**config.mk**
```make
export PLATFORM = sky130hd
export DESIGN_NAME = websocket_frame_deframer_core
export DESIGN_NICKNAME = d
export VERILOG_FILES = /design/src/sv/wsdfr_pkg.sv /design/src/sv/wsdfr_parse.sv /design/src/sv/wsdfr_queue.sv /design/src/sv/websocket_frame_deframer_core.sv
export SDC_FILE = /design/constraint.sdc
export NUM_CORES = 1
export LEC_CHECK = 0
export BUFFER_PORTS_ARGS = -buffer_cell sky130_fd_sc_hd__buf_2
export CAP_MARGIN = 15
export CORE_MARGIN = 10
export CORE_UTILIZATION = 57
export DETAILED_ROUTE_END_ITERATION = 8
export GPL_ROUTABILITY_DRIVEN = 1
export HOLD_SLACK_MARGIN = 0.1
export PLACE_DENSITY = 0.83
export SYNTH_ARGS = -nofsm -noshare
export SYNTH_HDL_FRONTEND = slang
export SYNTH_HIERARCHICAL = 1
export SYNTH_SLANG_ARGS = --single-unit
```
**constraint.sdc**
```tcl
create_clock -name clk -period 10.44 [get_ports clk]
set_input_delay 0.522 -clock clk [delete_from_list [all_inputs] [get_ports clk]]
set_output_delay 0.522 -clock clk [all_outputs]
set_load 0.01 [all_outputs]
```
**src/sv/wsdfr_pkg.sv**
```systemverilog
// Shared types and constants for the WebSocket frame deframer.
// No dependencies; imported by every module of the block.
package wsdfr_pkg;

  // Result kinds
  localparam logic [1:0] KIND_HEADER  = 2'd0;
  localparam logic [1:0] KIND_PAYLOAD = 2'd1;
  localparam logic [1:0] KIND_ERROR   = 2'd2;

  // Error codes
  localparam logic [1:0] ERR_NONE      = 2'd0;
  localparam logic [1:0] ERR_TOO_SHORT = 2'd1;
  localparam logic [1:0] ERR_TRUNC     = 2'd2;

  // 7-bit length escapes
  localparam logic [6:0] LEN_EXT16 = 7'd126;
  localparam logic [6:0] LEN_EXT64 = 7'd127;

  // Extended length and key byte counts
  localparam logic [3:0] EXT16_BYTES = 4'd2;
  localparam logic [3:0] EXT64_BYTES = 4'd8;
  localparam logic [3:0] KEY_BYTES   = 4'd4;

  // Result queue
  localparam int QUEUE_DEPTH = 4;
  localparam int QPTR_W      = $clog2(QUEUE_DEPTH);
  localparam int QCNT_W      = $clog2(QUEUE_DEPTH + 1);

  typedef struct packed {
    logic [7:0] data_byte;
    logic       buffer_end;
  } wsdfr_in_t;

  typedef struct packed {
    logic [1:0]  kind;
    logic        fin;
    logic [2:0]  rsv_bits;
    logic [3:0]  opcode;
    logic        masked;
    logic [63:0] frame_len;
    logic [31:0] mask_key;
    logic [7:0]  payload_byte;
    logic        last_of_frame;
    logic [1:0]  error_code;
  } wsdfr_res_t;

  // Results produced by one accepted byte; second implies first.
  typedef struct packed {
    logic first;
    logic second;
  } wsdfr_push_t;

endpackage

```
**src/sv/wsdfr_parse.sv**
```systemverilog
// Header decode, length/key capture and payload unmasking, one byte per cycle while accept is high.
// Depends on wsdfr_pkg.
module wsdfr_parse
  import wsdfr_pkg::*;
(
  input  logic        clk,
  input  logic        rst,
  input  logic        accept,
  input  wsdfr_in_t   item,
  output wsdfr_push_t push,
  output wsdfr_res_t  row0,
  output wsdfr_res_t  row1
);

  typedef enum logic [2:0] {
    PH_FIRST   = 3'd0,
    PH_SECOND  = 3'd1,
    PH_EXTLEN  = 3'd2,
    PH_KEY     = 3'd3,
    PH_PAYLOAD = 3'd4,
    PH_SKIP    = 3'd5
  } phase_t;

  phase_t      phase, phase_next;
  logic [3:0]  hdr_count, hdr_count_next;
  logic [8:0]  flags, flags_next;        // fin, rsv[2:0], opcode[3:0], masked
  logic [63:0] length, length_next;
  logic [63:0] remaining, remaining_next;
  logic [31:0] key, key_next;
  logic [1:0]  key_idx, key_idx_next;

  logic        do_hdr, do_pay, do_err;
  logic [1:0]  err_code;
  logic [7:0]  pay_byte;
  logic        pay_last;
  logic [7:0]  b;
  logic        last_in;

  function automatic wsdfr_res_t err_row(input logic [1:0] code);
    wsdfr_res_t r;
    r            = '0;
    r.kind       = KIND_ERROR;
    r.error_code = code;
    return r;
  endfunction

  assign b       = item.data_byte;
  assign last_in = item.buffer_end;

  always_comb begin
    phase_next     = phase;
    hdr_count_next = hdr_count;
    flags_next     = flags;
    length_next    = length;
    remaining_next = remaining;
    key_next       = key;
    key_idx_next   = key_idx;
    do_hdr         = 1'b0;
    do_pay         = 1'b0;
    do_err         = 1'b0;
    err_code       = ERR_TRUNC;
    pay_byte       = b ^ key[{~key_idx, 3'b000} +: 8];
    pay_last       = 1'b0;
    push           = '0;
    row0           = '0;
    row1           = '0;

    unique case (phase)
      PH_SECOND: begin
        flags_next  = {flags[8:1], b[7]};
        length_next = '0;
        if (b[6:0] == LEN_EXT16 || b[6:0] == LEN_EXT64) begin
          hdr_count_next = (b[6:0] == LEN_EXT16) ? EXT16_BYTES : EXT64_BYTES;
          if (last_in) do_err = 1'b1;
          else phase_next = PH_EXTLEN;
        end else begin
          length_next = {57'd0, b[6:0]};
          if (b[7]) begin
            hdr_count_next = KEY_BYTES;
            if (last_in) do_err = 1'b1;
            else phase_next = PH_KEY;
          end else begin
            do_hdr = 1'b1;
          end
        end
      end
      PH_EXTLEN: begin
        length_next    = {length[55:0], b};
        hdr_count_next = hdr_count - 4'd1;
        if (hdr_count_next != 4'd0) begin
          if (last_in) do_err = 1'b1;
        end else if (flags[0]) begin
          hdr_count_next = KEY_BYTES;
          if (last_in) do_err = 1'b1;
          else phase_next = PH_KEY;
        end else begin
          do_hdr = 1'b1;
        end
      end
      PH_KEY: begin
        key_next       = {key[23:0], b};
        hdr_count_next = hdr_count - 4'd1;
        if (hdr_count_next != 4'd0) begin
          if (last_in) do_err = 1'b1;
        end else begin
          do_hdr = 1'b1;
        end
      end
      PH_PAYLOAD: begin
        key_idx_next   = key_idx + 2'd1;
        remaining_next = remaining - 64'd1;
        do_pay         = 1'b1;
        pay_last       = (remaining_next == 64'd0);
        if (pay_last) phase_next = last_in ? PH_FIRST : PH_SKIP;
        else if (last_in) do_err = 1'b1;
      end
      PH_SKIP: begin
        if (last_in) phase_next = PH_FIRST;
      end
      default: begin
        flags_next     = {b, 1'b0};
        hdr_count_next = '0;
        length_next    = '0;
        remaining_next = '0;
        key_next       = '0;
        key_idx_next   = '0;
        if (last_in) begin
          do_err   = 1'b1;
          err_code = ERR_TOO_SHORT;
        end else begin
          phase_next = PH_SECOND;
        end
      end
    endcase

    if (do_pay) begin
      row0.kind          = KIND_PAYLOAD;
      row0.payload_byte  = pay_byte;
      row0.last_of_frame = pay_last;
    end

    if (do_hdr) begin
      row0.kind          = KIND_HEADER;
      row0.fin           = flags_next[8];
      row0.rsv_bits      = flags_next[7:5];
      row0.opcode        = flags_next[4:1];
      row0.masked        = flags_next[0];
      row0.frame_len     = length_next;
      row0.mask_key      = key_next;
      row0.last_of_frame = (length_next == 64'd0);
      key_idx_next       = '0;
      if (length_next == 64'd0) begin
        phase_next = last_in ? PH_FIRST : PH_SKIP;
      end else begin
        remaining_next = length_next;
        if (last_in) do_err = 1'b1;
        else phase_next = PH_PAYLOAD;
      end
    end

    // An error either stands alone or follows the header/payload request.
    if (do_err) begin
      phase_next = PH_FIRST;
      if (do_hdr || do_pay) begin
        row1        = err_row(err_code);
        push.second = accept;
      end else begin
        row0 = err_row(err_code);
      end
    end

    push.first = accept && (do_hdr || do_pay || do_err);
  end

  always_ff @(posedge clk) begin
    if (rst) begin
      phase     <= PH_FIRST;
      hdr_count <= '0;
      flags     <= '0;
      length    <= '0;
      remaining <= '0;
      key       <= '0;
      key_idx   <= '0;
    end else if (accept) begin
      phase     <= phase_next;
      hdr_count <= hdr_count_next;
      flags     <= flags_next;
      length    <= length_next;
      remaining <= remaining_next;
      key       <= key_next;
      key_idx   <= key_idx_next;
    end
  end

endmodule

```
**src/sv/wsdfr_queue.sv**
```systemverilog
// Small result queue: takes up to two results per cycle, hands out one unless stalled.
// Depends on wsdfr_pkg.
module wsdfr_queue
  import wsdfr_pkg::*;
(
  input  logic        clk,
  input  logic        rst,
  input  wsdfr_push_t push,
  input  wsdfr_res_t  row0,
  input  wsdfr_res_t  row1,
  output logic        room,
  output logic        valid,
  input  logic        stall,
  output wsdfr_res_t  data
);

  wsdfr_res_t          entries [QUEUE_DEPTH];
  logic [QPTR_W-1:0]   wr_ptr, rd_ptr;
  logic [QCNT_W-1:0]   count, count_next;
  logic                pop;

  assign valid = (count != '0);
  assign pop   = valid && !stall;
  assign data  = entries[rd_ptr];
  // Always leave space for the two-result case.
  assign room  = (count <= QCNT_W'(QUEUE_DEPTH - 2));

  assign count_next = count + QCNT_W'(push.first) + QCNT_W'(push.second)
                      - QCNT_W'(pop);

  always_ff @(posedge clk) begin
    if (push.first) entries[wr_ptr] <= row0;
    if (push.second) entries[wr_ptr + QPTR_W'(1)] <= row1;
  end

  always_ff @(posedge clk) begin
    if (rst) begin
      wr_ptr <= '0;
      rd_ptr <= '0;
      count  <= '0;
    end else begin
      wr_ptr <= wr_ptr + QPTR_W'(push.first) + QPTR_W'(push.second);
      if (pop) rd_ptr <= rd_ptr + QPTR_W'(1);
      count <= count_next;
    end
  end

endmodule

```
**src/sv/websocket_frame_deframer_core.sv**
```systemverilog
// WebSocket frame deframer top level: byte parser feeding a result queue.
// A byte's results are registered in the result queue and reach res_item in order.
// Throughput: one byte per cycle while rx_stall is low; a byte ending a buffer may add a second result.
// rx_stall rises while the four-entry result queue has fewer than two free slots.
// Reset (rst, synchronous) returns the parser to the first header byte and
// empties the queue. Depends on wsdfr_pkg, wsdfr_parse, wsdfr_queue.
module websocket_frame_deframer_core
  import wsdfr_pkg::*;
(
  input  logic       clk,
  input  logic       rst,
  input  logic       rx_valid,
  output logic       rx_stall,
  input  wsdfr_in_t  rx_item,
  output logic       res_valid,
  input  logic       res_stall,
  output wsdfr_res_t res_item
);

  wsdfr_push_t push;
  wsdfr_res_t  row0, row1;
  logic        room;
  logic        rx_accept;

  assign rx_stall  = !room;
  assign rx_accept = rx_valid && room;

  wsdfr_parse u_parse (
    .clk    (clk),
    .rst    (rst),
    .accept (rx_accept),
    .item   (rx_item),
    .push   (push),
    .row0   (row0),
    .row1   (row1)
  );

  wsdfr_queue u_queue (
    .clk   (clk),
    .rst   (rst),
    .push  (push),
    .row0  (row0),
    .row1  (row1),
    .room  (room),
    .valid (res_valid),
    .stall (res_stall),
    .data  (res_item)
  );

endmodule

```
==> results of run 1 <==
[power by group through the flow]
stage	clock network [mW]	logic, mW	registers, mW
final	2.49	2.17	3.27
after global routing	2.63	2.34	3.29
after floorplan	0	1.61	3.18
after global placement	0	2.12	3.31
after detailed placement	0	2.13	3.32
after CTS	2.53	2.14	3.27
[state kept, by name (all words and copies together), names as in the netlist, named ones only]
name,count
u_parse/remaining,64
u_queue/entries,472
u_queue/count,3
u_parse/flags,9
u_parse/key,32
u_parse/phase,3
u_parse/hdr_count,4
u_parse/key_idx,2
u_queue/rd_ptr,2
u_queue/wr_ptr,2
u_parse/length,64
[worst max-delay path: cells and delay by family, from the launching register on]
family	cells	cell delay, ns
buffers and inverters	3	1.82
flip-flops	1	0.34
multiplexers	1	0.31
AND/OR/NAND/NOR	8	3.64
AO/OA/AOI/OAI	1	0.23
XOR/XNOR	1	0.24
adder cells (fa/ha/maj)	1	0.36
[synthesized netlist by cell type, types with 45 or more instances]
| cell | count | area share, % |
|---|---|---|
| edfxtp_1 | 472 | 39 |
| nor3_1 | 72 | 0.99 |
| mux4_2 | 126 | 7.8 |
| a22oi_1 | 144 | 3.0 |
| a211oi_1 | 78 | 1.6 |
| nand2_1 | 113 | 1.2 |
| a21oi_1 | 89 | 1.2 |
| clkbuf_1 | 151 | 1.6 |
| mux2_2 | 472 | 15 |
| nor4_1 | 45 | 0.77 |
| o21ai_0 | 88 | 1.2 |
| nor2_1 | 318 | 3.3 |
| buf_4 | 131 | 2.7 |
| dfxtp_1 | 187 | 10 |
[final timing paths]
path | slack [ns] | cells past startpoint | from | to
max | 3.25 | 15 | u_parse/remaining[1]$_SDFFE_PP0P_ | u_queue/entries[2][23]$_DFFE_PP_
min | 0.26 | 3 | res_stall | flop
max reg2reg | 3.25 | 15 | u_parse/remaining[1]$_SDFFE_PP0P_ | u_queue/entries[2][23]$_DFFE_PP_
min reg2reg | 0.47 | 2 | u_parse/flags[5]$_SDFFE_PP0P_ | u_parse/flags[5]$_SDFFE_PP0P_
[per-layer routing]
metal | track usage, % | wire (um) | vias up
met2 | 42.0 | 47700 | 1233
met3 | 4.17 | 8270 | 199
li1 | - | - | 11300
met1 | 35.5 | 40600 | 12800
met4 | 11.2 | 3720 | 0
met5 | 0 | 0 | -
[cells by family after synthesis]
| logic type | share of synthesized area (%) |
|---|---|
| xor+xnor | 0.932 |
| fa+ha+maj | 0.370 |
| other cells | 0.0103 |
| simple gates | 10.2 |
| flops | 49.1 |
| buf+inv | 6.25 |
| mux | 23.9 |
| compound gates | 9.24 |
[stage by stage]
step | cells | util, % | hold WS, ns | setup WS, ns
6_report | 3887 | 62.0 | 0.259 | 3.25
3_5_place_dp | 3754 | 58.3 | 0.450 | 3.46
2_1_floorplan | 3105 | - | 0.436 | 1.47
5_1_grt | 3887 | 62.0 | 0.273 | 2.98
3_3_place_gp | 3753 | 58.3 | 0.441 | 3.67
4_1_cts | 3882 | 62.0 | 0.233 | 3.45
[final cells by class]
type,count,share of cell area [%]
diodes,2,0.0127
clock buffers,96,4.89
clock inverters,32,0.943
inverters,25,0.239
multi-input cells,2054,42.9
flip-flops and latches,659,45.6
well taps,846,2.69
repair buffers,173,2.64
==> results by group, run 1 <==
Final layout
  • Area Growth Syn to Fin: 7.55%
  • Final nets: roughly 3000
  • Sequential cell area: around 18000 sq um
  • Layout cells sized above 1: 31.3%
  • Area of the multi-input gates: 16900 sq um
  • FILL cells: 4859
  • Design Area, Final: roughly 40000 sq um
  • Commonest cells after routing, fill and taps aside: mux2_2, edfxtp_1, nor2_1

Clocking
  • CTS Hold Buffers Added: 0
  • Postcts setup bufs: 0
  • H-tree lvl count: 3
  • Num CTS Buffers: 69
  • CTS tree: done
  • Later-pin clock latency in the skew report: 0.63 ns
  • Post-CTS sizing: 0
  • Clk sink count: 659
  • Clock Pin Slew Worst Setup and Hold Paths: 0.06 ns
  • Clk buf depth: 3
  • Root buffer cell: clkbuf_16

Floorplan
  • Initial Util: 57.7%
  • Row cnt: 92
  • IO Pins: ~130
  • Die W: around 270 um
  • Die H: 273 um
  • Die area: around 75000 sq um
  • Core area: 63300 sq um

Power and ir drop
  • Reg power frac: 41.2%
  • Cell-internal power: 5.29 mW
  • Switching portion of total power: between 30 and 40%
  • Combinational Power Share: 27.4%
  • Clock power share: between 30% and 40%
  • Pwr Total: 7.93 mW
  • Net switching power: 2.64 mW
  • PwrDens: approximately 200 nW/um^2
  • Leakage power: 13.7 nW
  • Worst VDD drop: 123 uV

Synthesis
  • Number of synthesis warnings: 6
  • Synthesized instance count: 2990
  • Netlist cell types: 86
  • Syn avg cell area: 12.2 sq um
  • Post-synth ARST share: 0%
  • Yosys reg bits: between 600 and 700
  • Sequential area share after synthesis: between 40% and 50%
  • Area of the mapped netlist: 36500 sq um
  • Main synth FF type: edfxtp_1
  • Post-synth EDFFs: roughly 470

STA
  • Least-Margin Pin Slew: about 1.2 ns
  • RSZ-0062 raised after global routing: false
  • TNS Setup: 0 ns
  • Final setup fails: 0
  • Worst slew margin: roughly a quarter
  • Fin crit period: 7.19 ns
  • Slew Viols, Final: 0
  • Setup Skew: ~0.018 ns
  • Fmax: 0.139 GHz
  • Tcrit/Tclk final: 68.9%
  • Final Hold Fails: 0

Global routing
  • GRT Util Overall: 26.4%
  • Vias in the first global route: around 26000
  • Initial antenna violation count: 2
  • Total global routing overflow: 0
  • First-pass GRT wire length: about 150000 um
  • Pin count of the biggest net entering global routing: between 150 and 200

Job
  • Max cap viols: 0

Worst setup path
  • CP max stage cell: buf_4
  • Req. time, crit path: 10.93 ns
  • Most frequent CP cell: buf_4
  • Arr. time, crit path: 7.68 ns
  • WS Path Type: flop to flop
  • Worst Setup End Kind: flop
  • Max stage delay on crit path: 0.86 ns
  • Crit path launch type: flop
  • Crit path max fanout: 65
  • Crit path cell chain: inv_1 > ha_1 > nor3b_2 > nand4_4 > nor4_1 > xnor2_1 > nor4b_1 > nand4_1 > nor4_2 > a311oi_2 > and2_1 > nand3b_1 > buf_4 > buf_4 > mux2_2

Placement
  • Placed Area: between 30000 and 40000 sq um
  • Buffers on Ports: about 130
  • Detailed Place HPWL: ~64000 um
  • Placer congestion estimate: 0.969

Routing
  • WL per Instance: 25.8 um
  • Starting DRT DRC Count: approximately 3200
  • # DRC: 0
  • Detailed Route WL: 100000 um
  • Vias: 25500
  • DR pass1 iterations: 6
  • Post-route ant nets: 0
  • Via-to-Cell Ratio: 6.56

Run status
  • Status: complete, no violations

Hold path
  • Worst Hold Class: input pin to flop
Power figures use the tool's default switching activity.
==> run 2: changes to the inputs <==
Settings changed: ABC_AREA from default to 1.
Clock period 10.44 ns to 6.3 ns, I/O delays scaled along.
==> run 2 against run 1 <==
Net effect: sequential power is 65% higher; via count is 32% higher; non-clock buffer count is 23 higher; critical path depth is 3 higher; total power is 93% higher; register-to-register slack worse by 2.4 ns.
==> results by group, run 2 <==
Run status
  • Status: complete, no violations

Synthesis
  • Post-synth top area share: 37.8%
  • Yosys reg bits: around 660
  • Commonest cells in the netlist: nand2_1, o21ai_0, nor2_1, inv_1, edfxtp_1
  • Netlist cell types: 54
  • Syn avg cell area: approximately 7.8 sq um
  • Main synth FF type: edfxtp_1
  • Post-synth ARST share: 0%
  • Synthesized instance count: 4811
  • Ranking of synthesized cells by area: edfxtp_1, dfxtp_1, nand2_1
  • Post-synth EDFFs: 472
  • Cell with the most instances after synthesis: nand2_1
  • Cell accounting for the most synthesized area: edfxtp_1
  • Number of synthesis warnings: 6
  • Area of the mapped netlist: 37500 sq um
  • Sequential area share after synthesis: 47.7%

STA
  • Fin Hold WS: 0.155 ns
  • RSZ-0062 raised after global routing: false
  • Fmax: 0.185 GHz
  • Final Hold Fails: 0
  • Final setup fails: 0
  • Setup Skew: 0.0321 ns
  • Worst slew margin: about a fifth
  • Slew Viols, Final: 0
  • Tcrit/Tclk final: around 86%
  • Fin crit period: about 5.4 ns
  • Least-Margin Pin Slew: 1.21 ns

Power and ir drop
  • Worst VDD drop: 260 uV
  • Pwr Total: 15.3 mW
  • Reg power frac: 35.4%
  • Switching portion of total power: between 30% and 40%
  • Combinational Power Share: 36.2%
  • Cell-internal power: 9.22 mW
  • PwrDens: 379 nW/um^2
  • Leakage power: 15.4 nW
  • Clock power share: about 28%
  • Net switching power: 6.06 mW

Worst setup path
  • Crit path max fanout: 123
  • WP buf/inv: 4
  • Crit path launch type: flop
  • Arr. time, crit path: 5.83 ns
  • Req. time, crit path: 6.73 ns
  • WS Path Type: flop to flop
  • Max stage delay on crit path: 0.72 ns
  • Worst Setup End Kind: flop
  • CP max stage cell: inv_2
  • Crit path cell chain: inv_4 > nand3_4 > nand2_4 > inv_2 > o22ai_1 > a31oi_1 > nand2_1 > nor2_1 > nand3_1 > nor2_2 > a21oi_4 > o21ai_1 > nor3_2 > buf_4 > nand3_4 > buf_12 > nand2_1 > o21ai_0
  • CP top delay family: simple AND/OR/NAND/NOR gates

Routing
  • Post-route ant nets: 0
  • # DRC: 0
  • Via-to-Cell Ratio: between 5 and 6
  • Vias: 33600
  • WL per Instance: roughly 19 um
  • Detailed Route WL: 108000 um
  • DR pass1 iterations: 6
  • Starting DRT DRC Count: 4481

Final layout
  • Layout cells sized above 1: 7.96%
  • Most common cell after layout, fill and taps aside: nand2_1
  • Largest regs: u_queue/entries (472), u_parse/length (64), u_parse/remaining (64)
  • Final Core Density: between 60 and 70%
  • Commonest cells after routing, fill and taps aside: nand2_1, o21ai_0, nor2_1
  • N_diodes: 0
  • Area Growth Syn to Fin: 7.29%
  • Largest register by flop count: u_queue/entries
  • Final nets: 4797
  • Max reg flops: 472

Floorplan
  • Row cnt: 94
  • Core area: about 66000 sq um
  • Die area: 76500 sq um
  • Die H: 277 um
  • Die W: 277 um
  • IO Pins: approximately 130
  • Initial Util: 57.3%

Clocking
  • CTS tree: done
  • H-tree lvl count: 3
  • Post-CTS sizing: 0
  • Num CTS Buffers: 71
  • Clock Pin Slew Worst Setup and Hold Paths: around 0.06 ns
  • Later-pin clock latency in the skew report: 0.64 ns
  • Root buffer cell: clkbuf_16
  • Clk buf depth: 3
  • Clk sink count: 659

Hold path
  • Worst Hold Class: input pin to flop

Placement
  • Buffers on Ports: between 100 and 150
  • Detailed Place HPWL: 67900 um
  • Placer congestion estimate: 1.05

Global routing
  • Pin count of the biggest net entering global routing: ~240
  • Total global routing overflow: 0
  • First-pass GRT wire length: 168000 um
  • GRT Util Overall: a little over a quarter
  • Vias in the first global route: 30900
  • Initial antenna violation count: 2

Job
  • Max cap viols: 0
==> run 2: cell count changes after synthesis, moves of 48 or more <==
cell      before  now
a211oi_1      78    1
a21oi_1       89  149
a22oi_1      144   28
inv_1         23  548
mux2_2       472    0
mux4_2       126    0
nand2_1      113  997
nor2_1       318  602
nor3_1        72   14
o211ai_1       3   51
o21ai_0       88  709
o21ai_1        1  168
o22ai_1        7  231
==> run 2: routing by layer <==
| layer | routed length [um] | GRT usage (%) | vias to the layer above |
|---|---|---|---|
| met3 | 11100 | 4.20 | 295 |
| met2 | 51500 | 44.0 | 1921 |
| met1 | 40800 | 34.3 | 15600 |
| met5 | 11 | 0 | - |
| li1 | - | - | 15800 |
| met4 | 4670 | 12.9 | 2 |
==> run 2: through the flow <==
| step | cell area (sq um) | setup TNS, ns | setup slack [ns] | cells |
|---|---|---|---|---|
| 2_1_floorplan | 38000 | -637.82 | -1.80 | 4926 |
| 3_3_place_gp | 37900 | 0 | 1.20 | 5565 |
| 3_5_place_dp | 37900 | 0 | 1.13 | 5565 |
| 4_1_cts | 40300 | 0 | 1.09 | 5698 |
| 5_1_grt | 40300 | 0 | 0.630 | 5698 |
| 6_report | 40300 | 0 | 0.899 | 5698 |
==> run 2: path summary, 6_finish.rpt <==
kind	start	to	slack [ns]	depth (start not counted)
max	u_parse/phase[2]$_SDFFE_PP0P_	u_queue/entries[3][57]$_DFFE_PP_	0.90	18
min	rst	u_parse/key[20]$_SDFFE_PP0P_	0.15	4
max reg2reg	u_parse/phase[2]$_SDFFE_PP0P_	u_queue/entries[3][57]$_DFFE_PP_	0.90	18
min reg2reg	u_parse/hdr_count[3]$_SDFFE_PP0P_	u_parse/hdr_count[3]$_SDFFE_PP0P_	0.47	2
==> run 2: cell type report <==
cell class,instances,area (sq um)
fillers,5332,25200
flip-flops and latches,659,17900
multi-input cells,3283,15400
inverters,564,2140
clock buffers,101,2020
repair buffers,196,1320
well taps,864,1080
clock inverters,31,389
==> run 2: worst register-to-register path: stages, from the launching register on <==
cell and delay, ns:
dfxtp_1 0.50, inv_4 0.10, nand3_4 0.33, nand2_4 0.24, inv_2 0.73, o22ai_1 0.14, a31oi_1 0.54, nand2_1 0.10
nor2_1 0.11, nand3_1 0.09, nor2_2 0.29, a21oi_4 0.10, o21ai_1 0.26, nor3_2 0.06, buf_4 0.22, nand3_4 0.47
buf_12 0.43, nand2_1 0.36, o21ai_0 0.15
==> run 2: kinds of logic after synthesis <==
logic type,synth area share (%)
other,0.00999
and+or+nand+nor,18.5
buffers and inverters,12.6
xor gates and xnor gates,0.467
AOI/OAI and AO/OA,20.3
adders and majority gates,0.360
DFF,47.7
==> run 2: power groups by stage <==
| stage | combinational [mW] | clock, mW | sequential, mW |
|---|---|---|---|
| after global placement | 5.34 | 0 | 5.47 |
| after CTS | 5.44 | 4.36 | 5.40 |
| after detailed placement | 5.39 | 0 | 5.49 |
| final | 5.54 | 4.33 | 5.41 |
| after global routing | 6.08 | 4.54 | 5.45 |
| after floorplan | 3.80 | 0 | 5.39 |
==> run 2: repair_timing <==
action                                 CTS  global route
setup endpoints to repair                0             0
buffers inserted                         0             0
hold buffers                             1             0
endpoints found under the hold margin    2             0
